--- src/design/slnt_pkg.sv ---
package slnt_pkg;

    localparam int TABLE_DEPTH = 256;
    localparam int IDX_W       = $clog2(TABLE_DEPTH);
    localparam int CNT_W       = $clog2(TABLE_DEPTH + 1);

    localparam int ACTION_W  = 3;
    localparam int KEY_W     = 16;
    localparam int PAYLOAD_W = 16;
    localparam int POS_W     = 8;
    localparam int STATUS_W  = 4;
    localparam int INDEX_W   = 8;
    localparam int ECOUNT_W  = 9;
    localparam int ENTRY_W   = KEY_W + PAYLOAD_W;
    localparam int CMP_W     = (CNT_W > POS_W) ? CNT_W : POS_W + 1;

    localparam int IN_DATA_W  = 48;
    localparam int OUT_DATA_W = 56;

    localparam logic [ACTION_W-1:0] ACT_ENTER  = 3'd0;
    localparam logic [ACTION_W-1:0] ACT_DELETE = 3'd1;
    localparam logic [ACTION_W-1:0] ACT_FIND   = 3'd2;
    localparam logic [ACTION_W-1:0] ACT_READ   = 3'd3;
    localparam logic [ACTION_W-1:0] ACT_CLEAR  = 3'd4;

    localparam logic [STATUS_W-1:0] ST_INSERTED  = 4'd0;
    localparam logic [STATUS_W-1:0] ST_REPLACED  = 4'd1;
    localparam logic [STATUS_W-1:0] ST_DELETED   = 4'd2;
    localparam logic [STATUS_W-1:0] ST_FOUND     = 4'd3;
    localparam logic [STATUS_W-1:0] ST_READ      = 4'd4;
    localparam logic [STATUS_W-1:0] ST_CLEARED   = 4'd5;
    localparam logic [STATUS_W-1:0] ST_NOT_FOUND = 4'd6;
    localparam logic [STATUS_W-1:0] ST_RANGE     = 4'd7;
    localparam logic [STATUS_W-1:0] ST_FULL      = 4'd8;
    localparam logic [STATUS_W-1:0] ST_BAD_KEY   = 4'd9;

    typedef logic [IDX_W-1:0] addr_t;
    typedef logic [CNT_W-1:0] cnt_t;

    typedef struct packed {
        logic [ACTION_W-1:0]  action;
        logic [KEY_W-1:0]     key;
        logic [PAYLOAD_W-1:0] payload;
        logic [POS_W-1:0]     position;
    } item_t;

    typedef struct packed {
        logic [STATUS_W-1:0]  status;
        logic [INDEX_W-1:0]   index;
        logic [KEY_W-1:0]     key_out;
        logic [PAYLOAD_W-1:0] payload_out;
        logic [ECOUNT_W-1:0]  entry_count;
    } res_t;

    typedef struct packed {
        logic               rd_en;
        addr_t              rd_addr;
        logic               wr_en;
        addr_t              wr_addr;
        logic [ENTRY_W-1:0] wr_data;
    } mem_req_t;

endpackage

--- src/design/slnt_ctrl.sv ---
module slnt_ctrl (
    input  logic                                clk,
    input  logic                                rst_n,
    input  logic                                in_valid,
    output logic                                in_ready,
    input  slnt_pkg::item_t                     in_item,
    output logic                                res_valid,
    input  logic                                res_ready,
    output slnt_pkg::res_t                      res,
    output slnt_pkg::mem_req_t                  mem_req,
    input  logic [slnt_pkg::ENTRY_W-1:0]        rd_data
);

    localparam logic [2:0] S_IDLE     = 3'd0;
    localparam logic [2:0] S_SEARCH   = 3'd1;
    localparam logic [2:0] S_SHIFT_UP = 3'd2;
    localparam logic [2:0] S_SHIFT_DN = 3'd3;
    localparam logic [2:0] S_READ     = 3'd4;
    localparam logic [2:0] S_DONE     = 3'd5;

    localparam int CNT_W = slnt_pkg::CNT_W;
    localparam int IDX_W = slnt_pkg::IDX_W;
    localparam int KEY_W = slnt_pkg::KEY_W;
    localparam int PW    = slnt_pkg::PAYLOAD_W;

    logic [2:0]                      state_reg, state_next;
    slnt_pkg::cnt_t                  cnt_reg, cnt_next;
    slnt_pkg::cnt_t                  rd_ptr_reg, rd_ptr_next;
    slnt_pkg::cnt_t                  ins_reg, ins_next;
    logic                            cmp_vld_reg, cmp_vld_next;
    logic                            sh_vld_reg, sh_vld_next;
    slnt_pkg::addr_t                 cmp_ptr_reg, cmp_ptr_next;
    slnt_pkg::addr_t                 sh_dst_reg, sh_dst_next;
    logic [slnt_pkg::ACTION_W-1:0]   act_reg, act_next;
    logic [KEY_W-1:0]                key_reg, key_next;
    logic [PW-1:0]                   pay_reg, pay_next;
    slnt_pkg::cnt_t                  pos_reg, pos_next;
    slnt_pkg::res_t                  res_reg, res_next;

    logic [KEY_W-1:0] rkey;
    logic             pos_oor;

    assign rkey    = rd_data[slnt_pkg::ENTRY_W-1 -: KEY_W];
    assign pos_oor = slnt_pkg::CMP_W'(in_item.position) >= slnt_pkg::CMP_W'(cnt_reg);

    assign in_ready  = (state_reg == S_IDLE);
    assign res_valid = (state_reg == S_DONE);
    assign res       = res_reg;

    function automatic slnt_pkg::res_t mk_res(
        input logic [slnt_pkg::STATUS_W-1:0] st,
        input slnt_pkg::cnt_t                idx,
        input logic [KEY_W-1:0]              k,
        input logic [PW-1:0]                 p,
        input slnt_pkg::cnt_t                cnt
    );
        slnt_pkg::res_t r;
        r.status      = st;
        r.index       = slnt_pkg::INDEX_W'(idx);
        r.key_out     = k;
        r.payload_out = p;
        r.entry_count = slnt_pkg::ECOUNT_W'(cnt);
        return r;
    endfunction

    always_comb
    begin
        state_next   = state_reg;
        cnt_next     = cnt_reg;
        rd_ptr_next  = rd_ptr_reg;
        ins_next     = ins_reg;
        cmp_vld_next = cmp_vld_reg;
        sh_vld_next  = sh_vld_reg;
        cmp_ptr_next = cmp_ptr_reg;
        sh_dst_next  = sh_dst_reg;
        act_next     = act_reg;
        key_next     = key_reg;
        pay_next     = pay_reg;
        pos_next     = pos_reg;
        res_next     = res_reg;
        mem_req      = '0;

        unique case (state_reg)
            S_IDLE:
            begin
                if (in_valid)
                begin
                    act_next     = in_item.action;
                    key_next     = in_item.key;
                    pay_next     = in_item.payload;
                    pos_next     = CNT_W'(in_item.position);
                    rd_ptr_next  = '0;
                    cmp_vld_next = 1'b0;
                    sh_vld_next  = 1'b0;
                    state_next   = S_DONE;
                    case (in_item.action)
                        slnt_pkg::ACT_ENTER:
                        begin
                            if (in_item.key == '0)
                            begin
                                res_next = mk_res(slnt_pkg::ST_BAD_KEY, '0, '0, '0, cnt_reg);
                            end
                            else
                            begin
                                state_next = S_SEARCH;
                            end
                        end
                        slnt_pkg::ACT_FIND:
                        begin
                            if (in_item.key == '0)
                            begin
                                res_next = mk_res(slnt_pkg::ST_NOT_FOUND, '0, '0, '0, cnt_reg);
                            end
                            else
                            begin
                                state_next = S_SEARCH;
                            end
                        end
                        slnt_pkg::ACT_DELETE:
                        begin
                            if (pos_oor)
                            begin
                                res_next = mk_res(slnt_pkg::ST_RANGE, '0, '0, '0, cnt_reg);
                            end
                            else
                            begin
                                rd_ptr_next = CNT_W'(in_item.position) + CNT_W'(1);
                                state_next  = S_SHIFT_DN;
                            end
                        end
                        slnt_pkg::ACT_READ:
                        begin
                            if (pos_oor)
                            begin
                                res_next = mk_res(slnt_pkg::ST_RANGE, '0, '0, '0, cnt_reg);
                            end
                            else
                            begin
                                mem_req.rd_en   = 1'b1;
                                mem_req.rd_addr = IDX_W'(in_item.position);
                                state_next      = S_READ;
                            end
                        end
                        slnt_pkg::ACT_CLEAR:
                        begin
                            cnt_next = '0;
                            res_next = mk_res(slnt_pkg::ST_CLEARED, '0, '0, '0, '0);
                        end
                        default:
                        begin
                            res_next = mk_res(slnt_pkg::ST_RANGE, '0, '0, '0, cnt_reg);
                        end
                    endcase
                end
            end

            S_SEARCH:
            begin
                if (cmp_vld_reg && rkey == key_reg)
                begin
                    if (act_reg == slnt_pkg::ACT_ENTER)
                    begin
                        mem_req.wr_en   = 1'b1;
                        mem_req.wr_addr = cmp_ptr_reg;
                        mem_req.wr_data = {key_reg, pay_reg};
                        res_next = mk_res(slnt_pkg::ST_REPLACED, CNT_W'(cmp_ptr_reg),
                                          '0, '0, cnt_reg);
                    end
                    else
                    begin
                        res_next = mk_res(slnt_pkg::ST_FOUND, CNT_W'(cmp_ptr_reg),
                                          '0, '0, cnt_reg);
                    end
                    state_next = S_DONE;
                end
                else if ((cmp_vld_reg && rkey > key_reg) ||
                         (!cmp_vld_reg && rd_ptr_reg >= cnt_reg))
                begin
                    // insertion point: first larger key, or end of table
                    ins_next = cmp_vld_reg ? CNT_W'(cmp_ptr_reg) : cnt_reg;
                    if (act_reg != slnt_pkg::ACT_ENTER)
                    begin
                        res_next   = mk_res(slnt_pkg::ST_NOT_FOUND, '0, '0, '0, cnt_reg);
                        state_next = S_DONE;
                    end
                    else if (cnt_reg >= CNT_W'(slnt_pkg::TABLE_DEPTH))
                    begin
                        res_next   = mk_res(slnt_pkg::ST_FULL, '0, '0, '0, cnt_reg);
                        state_next = S_DONE;
                    end
                    else
                    begin
                        rd_ptr_next = cnt_reg;
                        sh_vld_next = 1'b0;
                        state_next  = S_SHIFT_UP;
                    end
                end
                else if (rd_ptr_reg < cnt_reg)
                begin
                    mem_req.rd_en   = 1'b1;
                    mem_req.rd_addr = IDX_W'(rd_ptr_reg);
                    cmp_ptr_next    = IDX_W'(rd_ptr_reg);
                    cmp_vld_next    = 1'b1;
                    rd_ptr_next     = rd_ptr_reg + CNT_W'(1);
                end
                else
                begin
                    cmp_vld_next = 1'b0;
                end
            end

            S_SHIFT_UP:
            begin
                if (sh_vld_reg)
                begin
                    mem_req.wr_en   = 1'b1;
                    mem_req.wr_addr = sh_dst_reg;
                    mem_req.wr_data = rd_data;
                end
                if (rd_ptr_reg > ins_reg)
                begin
                    mem_req.rd_en   = 1'b1;
                    mem_req.rd_addr = IDX_W'(rd_ptr_reg - CNT_W'(1));
                    sh_dst_next     = IDX_W'(rd_ptr_reg);
                    sh_vld_next     = 1'b1;
                    rd_ptr_next     = rd_ptr_reg - CNT_W'(1);
                end
                else
                begin
                    sh_vld_next = 1'b0;
                    if (!sh_vld_reg)
                    begin
                        mem_req.wr_en   = 1'b1;
                        mem_req.wr_addr = IDX_W'(ins_reg);
                        mem_req.wr_data = {key_reg, pay_reg};
                        cnt_next   = cnt_reg + CNT_W'(1);
                        res_next   = mk_res(slnt_pkg::ST_INSERTED, ins_reg, '0, '0,
                                            cnt_reg + CNT_W'(1));
                        state_next = S_DONE;
                    end
                end
            end

            S_SHIFT_DN:
            begin
                if (sh_vld_reg)
                begin
                    mem_req.wr_en   = 1'b1;
                    mem_req.wr_addr = sh_dst_reg;
                    mem_req.wr_data = rd_data;
                end
                if (rd_ptr_reg < cnt_reg)
                begin
                    mem_req.rd_en   = 1'b1;
                    mem_req.rd_addr = IDX_W'(rd_ptr_reg);
                    sh_dst_next     = IDX_W'(rd_ptr_reg - CNT_W'(1));
                    sh_vld_next     = 1'b1;
                    rd_ptr_next     = rd_ptr_reg + CNT_W'(1);
                end
                else
                begin
                    sh_vld_next = 1'b0;
                    if (!sh_vld_reg)
                    begin
                        cnt_next   = cnt_reg - CNT_W'(1);
                        res_next   = mk_res(slnt_pkg::ST_DELETED, pos_reg, '0, '0,
                                            cnt_reg - CNT_W'(1));
                        state_next = S_DONE;
                    end
                end
            end

            S_READ:
            begin
                res_next   = mk_res(slnt_pkg::ST_READ, pos_reg, rkey, rd_data[PW-1:0], cnt_reg);
                state_next = S_DONE;
            end

            S_DONE:
            begin
                if (res_ready)
                begin
                    state_next = S_IDLE;
                end
            end

            default:
            begin
                state_next = S_IDLE;
            end
        endcase
    end

    always_ff @(posedge clk or negedge rst_n)
    begin
        if (!rst_n)
        begin
            state_reg   <= S_IDLE;
            cnt_reg     <= '0;
            cmp_vld_reg <= 1'b0;
            sh_vld_reg  <= 1'b0;
        end
        else
        begin
            state_reg   <= state_next;
            cnt_reg     <= cnt_next;
            cmp_vld_reg <= cmp_vld_next;
            sh_vld_reg  <= sh_vld_next;
        end
    end

    always_ff @(posedge clk)
    begin
        rd_ptr_reg  <= rd_ptr_next;
        ins_reg     <= ins_next;
        cmp_ptr_reg <= cmp_ptr_next;
        sh_dst_reg  <= sh_dst_next;
        act_reg     <= act_next;
        key_reg     <= key_next;
        pay_reg     <= pay_next;
        pos_reg     <= pos_next;
        res_reg     <= res_next;
    end

endmodule

--- config.mk ---
export PLATFORM = sky130hd
export DESIGN_NAME = slnt_ctrl
export DESIGN_NICKNAME = d
export VERILOG_FILES = /design/src/design/slnt_pkg.sv /design/src/design/slnt_ctrl.sv
export SDC_FILE = /design/constraint.sdc
export NUM_CORES = 1
export LEC_CHECK = 0
export ABC_AREA = 1
export BUFFER_PORTS_ARGS = -buffer_cell sky130_fd_sc_hd__buf_2
export CORE_UTILIZATION = 55
export CTS_BUF_LIST = sky130_fd_sc_hd__clkbuf_4 sky130_fd_sc_hd__clkbuf_8
export DETAILED_ROUTE_END_ITERATION = 10
export GPL_ROUTABILITY_DRIVEN = 0
export PLACE_DENSITY = 0.8
export RECOVER_POWER = 100
export SLEW_MARGIN = 20
export SYNTH_ARGS = -nofsm -noshare
export SYNTH_HDL_FRONTEND = slang
export SYNTH_SLANG_ARGS = --single-unit
--- constraint.sdc ---
create_clock -name clk -period 7.47 [get_ports clk]
set_input_delay 0.3735 -clock clk [delete_from_list [all_inputs] [get_ports clk]]
set_output_delay 0.3735 -clock clk [all_outputs]
set_load 0.005 [all_outputs]
# == Yosys cells after proc, flatten, opt, wreduce, memory -nomap -nowiden ==
# Index checks and enable logic that the tools add are counted.
# totals
ff_bits,144
output_inout_bits,105
# classes
add_sub_neg,5
n_lt_le_gt_ge,6
eq_ne,31
muxes,75
bitwise_logic,2
reduce_logical,27
# ops
cell,n
$mux 53,12
$pmux 53 s5,1
$pmux 53 s4,1
$mux 41,5
$mux 9,22
$pmux 41 s3,1
$pmux 9 s4,2
$mux 51,1
$mux 3,11
$pmux 9 s3,1
$mux 8,3
$ne 2x2->1 const B,12
$add 9x1->9 const B,2
$pmux 3 s6,1
$sub 9x1->9 const B,2
$eq 16x16->1,1
$gt 16x16->1,1
$logic_not 16->1,1
$pmux 8 s2,1
$ne 3x3->1 const B,5
$eq 3x2->1 const B,4
$reduce_and 6->1,2
$reduce_and 11->1,1
$mux 1,10
29 further kinds,43

# == Logic depth before layout (Yosys ltp) ==
# logic_depth
ltp_word,6
depth_mapped,18

# == Worst setup path after synthesis ==
# No wires, ideal clock.
# synth_path
path_type,register to register
startpoint,reg cnt_reg[6]
endpoint,"reg res_reg, in the netlist res[0], enable pin"
setup_time_ns,0.529
arrival_time_ns,5.324
required_ns,6.941
path_slack_ns,1.616
stages_incl_launch_ff,12
cell_sequence,dfrtp_1 > clkinv_1 > ha_1 > nand2_1 > nor2_2 > nand3_1 > and2_1 > nand3_1 > nand2_1 > nand3_1 > nand2_1 > nor3_1
# synth_via
elab_chain_cells,5
# synth_rtl
element,line_no,source
start: declaration,slnt_ctrl.sv:27,"slnt_pkg::cnt_t cnt_reg, cnt_next;"
start signal: assignment,slnt_ctrl.sv:306,cnt_reg <= cnt_next;
$ge 9x9->1,slnt_ctrl.sv:177,(!cmp_vld_reg && rd_ptr_reg >= cnt_reg))
$logic_and 1x1->1,slnt_ctrl.sv:177,
$logic_or 1x1->1,slnt_ctrl.sv:176,else if ((cmp_vld_reg && rkey > key_reg) ||
$ne 3x3->1 (no source line),--,
$reduce_and 11->1 (no source line) *,--,
end signal: assignment,slnt_ctrl.sv:322,res_reg <= res_next;
end: declaration,slnt_ctrl.sv:38,"slnt_pkg::res_t res_reg, res_next;"
# Every way passes the cells marked *; elsewhere a longest branch is shown, timed or not.
# A chain may end at the register's enable or synchronous reset.

==> impl_summary.log <==
INFO  metric nets = 1,318
INFO  metric pnr_worst_setup_slack = 1.973 ns
INFO  metric worstHoldPathCells = 1
INFO  metric dp.final_hpwl = 18,680 um
INFO  metric violations = capacitance limit, slew limit
INFO  metric route.detailed.vias_per_inst = 5.826
INFO  metric crit-reg2reg-capture = res[1]$_DFFE_PP_
INFO  metric finalWorstPathRequiredPeriod = 5.497 ns
INFO  metric drc_errors = 0
INFO  metric startpoint_to_endpoint_class_of_the_critical_path = flip-flop to primary output
INFO  metric grt_max_degree = 54
INFO  metric critical_path.reg2reg.startpoint = cnt_reg[4]$_DFFE_PN0P_
INFO  metric area_delta_synth_final = 12.78%
INFO  metric hp-start = in_item[19]
INFO  metric setup_tns = 0 ns
INFO  metric first_global_vias = 7,581
INFO  metric die_area = 0.01675 mm2
INFO  metric standard_cell_row_count = 46
INFO  metric rsz0062_at_grt = false
INFO  metric routed-via-count = 8,273
INFO  metric grt_first_pass_wirelength = 39,380 um
INFO  metric clk_skew = 0.01711 ns
INFO  metric status = complete, but fails checks
INFO  metric vdd_drop_max = 0.0001578 V
INFO  metric cts.path.max_buffers = 2
INFO  metric startpoint_type = flip-flop
INFO  metric ff_latch_area = 0.004254 mm2
INFO  metric synth_top_area_share = 43.72%
INFO  metric worst-r2r-cell-count = 14
INFO  metric detail_route.wl_per_cell = 18.54 um
INFO  metric reg2reg_setup_slack = 2.14 ns
INFO  metric initial_utilization = 56.21%
INFO  metric post_cts.resized_instances = 0
INFO  metric cts.htree.levels = 4
INFO  metric worst_pin_slew = 3.147 ns
INFO  metric yosysUniqueCellTypes = 50
INFO  metric min_delay_worst_endpoint = pay_reg[11]$_DFFE_PP_
INFO  metric synthCells = 1,021
INFO  metric track_usage = 31.44%
INFO  metric multi_input_area = 0.003841 mm2
INFO  metric ant_nets = 0
INFO  metric count_of_antenna_diodes_in_the_layout = 0
INFO  metric filler_cells = 1,393
INFO  metric max_cap_violations = 3
INFO  metric power.density = 379.8 mW/mm2
INFO  metric place_worst_setup_slack = 4.184 ns
INFO  metric clock_buffers_created_by_tritoncts = 17
INFO  metric die_w = 129.4 um
INFO  metric static-leakage-power = 0.004300 uW
INFO  metric boundaryPins = 184
INFO  metric critical_path.endpoint_type = primary output
INFO  metric drt_wl_total = 26,330 um
INFO  metric grt_antenna_before_repair = 0
INFO  metric clk-insertion-delay-late = 0.47 ns
INFO  metric tritoncts = done
INFO  metric largest_register_ffs = 53
INFO  metric cts.root.buffer_cell = clkbuf_8
INFO  metric clkSlewWorstSetupHoldPaths = 0.09 ns
INFO  metric drive_above_1_share = 10.30%
INFO  metric ys_seq_elements = 144
INFO  metric setup_viol = 0
INFO  metric synth.net_count = 1,148
INFO  metric final_min_period_over_clock_period = 73.59%
INFO  metric hold_violations = 0
INFO  metric clock_sinks = 144
INFO  metric detailed_router_s_first_iteration_violation_count = 858
INFO  metric worst-endpoint-required = 7.10 ns
INFO  metric timing.fmax = 0.1819 GHz
INFO  metric syn_avg_cell_area = 8.746 um2
INFO  metric hold_class = input pin to flip-flop
INFO  metric design.core.area = 0.01589 mm2
INFO  metric yosysSeqAreaShare = 47.64%
INFO  metric die_h = 129.4 um
INFO  metric crit_path_max_fanout = 34
INFO  metric port_buffers = 183
INFO  metric yosysWarningCount = 0
INFO  metric grt_remaining_overflow = 0
INFO  metric maxSlewViolCount = 124
INFO  metric worstPathArrival = 5.12 ns
INFO  metric area_contributors_post_synth = edfxtp_1, nand2_1, ha_1, nand3_1, inv_1
INFO  metric synthDominantAreaCellType = edfxtp_1
INFO  metric slew-limit-headroom = -109.8%
INFO  metric syn-cell-area = 0.008930 mm2
INFO  metric drtPass1Iterations = 6
-- cell usage after synthesis, drive strengths merged --
master and instances:
nand2 205, inv 135, edfxtp 130, nand3 121
nor2 109, o21ai 59, ha 48, a21oi 37
buf 26, nor3 23, o211ai 20, o221ai 15
dfrtp 14, nand3b 13, xor2 12, clkbuf 10
nand4 10, a211oi 5, o22ai 5, o21bai 4
a22oi 3, clkinv 3, a21o 2, o21a 2
xnor2 2, a21boi 1, a31oi 1, a32o 1
and2 1, and3 1, nor3b 1, o2bb2ai 1
o31ai 1
-- layout by cell type (no fill, tap or decap), drive strengths merged --
cell type	count
bufinv	1
o21bai	4
o21a	2
xnor2	2
a21boi	1
nor3	23
o2bb2ai	1
and3	1
dlygate4sd3	1
a32o	1
buf	67
and2	1
nor2	109
clkbuf	136
clkinv	10
o21ai	59
clkinvlp	2
a211oi	5
o211ai	20
ha	48
edfxtp	130
a31oi	1
o31ai	1
nand3b	13
o221ai	15
dfrtp	14
nand2	205
a22oi	3
o22ai	5
nor3b	1
xor2	12
nand3	121
inv	140
a21oi	37
a21o	2
nand4	10
-- report_power, final --
| group | internal [uW] | switching [uW] | total, uW |
|---|---|---|---|
| logic | 458 | 1200 | 1660 |
| clock network | 274 | 342 | 615 |
| registers | 1340 | 203 | 1550 |
-- area by class of cell --
type / count / area share, %
clock inverters: 15 / 1.503
flip-flops and latches: 144 / 42.24
clock buffers: 17 / 2.323
inverters: 138 / 5.218
repair buffers: 187 / 7.889
multi-input cells: 703 / 38.14
well taps: 216 / 2.684
-- stage by stage --
stage                     hold slack, ns  cell area, um2  cells  utilization (%)  power [uW]
after global placement            0.2999            9950   1387            62.63        3201
after CTS                        0.05749           10340   1420            65.12        3852
after floorplan                  0.07791            8930   1021                -        2674
after global routing             0.05406           10070   1420            63.40        4076
after detailed placement          0.3020            9950   1387            62.63        3237
final                            0.07353           10070   1420            63.40        3825
-- how the worst max path moves through the flow --
| stage | end | slack, ns | start |
|---|---|---|---|
| 2_1_floorplan | res[0]$_DFFE_PP_ | 1.62 | cnt_reg[6]$_DFFE_PN0P_ |
| 3_3_place_gp | mem_req[16] | 4.22 | rd_ptr_reg[4]$_DFFE_PP_ |
| 3_5_place_dp | mem_req[16] | 4.18 | rd_ptr_reg[4]$_DFFE_PP_ |
| 4_1_cts | mem_req[16] | 3.66 | rd_ptr_reg[4]$_DFFE_PP_ |
| 5_1_grt | res[47]$_DFFE_PP_ | 1.68 | cnt_reg[4]$_DFFE_PN0P_ |
| 6_report | mem_req[1] | 1.97 | state_reg[2]$_DFFE_PN0P_ |
-- cell families (layout without fill, tap and decap cells) --
group | after synthesis | in the layout | share of synthesized area [%]
XOR/XNOR | 14 | 14 | 1.373
buffers and inverters | 174 | 357 | 8.113
flip-flops | 144 | 144 | 47.64
AND/OR/NAND/NOR | 484 | 484 | 24.97
adder cells (fa/ha/maj) | 48 | 48 | 6.726
AO/OA/AOI/OAI | 157 | 157 | 11.18
-- worst max-delay path, stage by stage (launching register included) --
cell	delay, ns
dfrtp_1	0.47
inv_1	0.19
nand2_1	0.38
nor2_1	1.30
inv_1	0.86
nor2_4	0.95
nand3_1	0.19
o211ai_1	0.15
clkbuf_1	0.15
-- repair_timing --
action                     4_1_cts  5_1_grt
setup buffers                    0        0
hold endpoints to repair        14        0
setup endpoints to repair        0        0
hold buffers                     1        0
-- per-layer routing --
metal	vias to the layer above	wire length (um)	track usage, %
met3	75	2484	6.482
met2	491	12400	52.47
met4	0	847	14.77
met1	3846	10590	39.27
li1	3861	-	-
met5	-	0	0
Power figures use the tool's default switching activity.
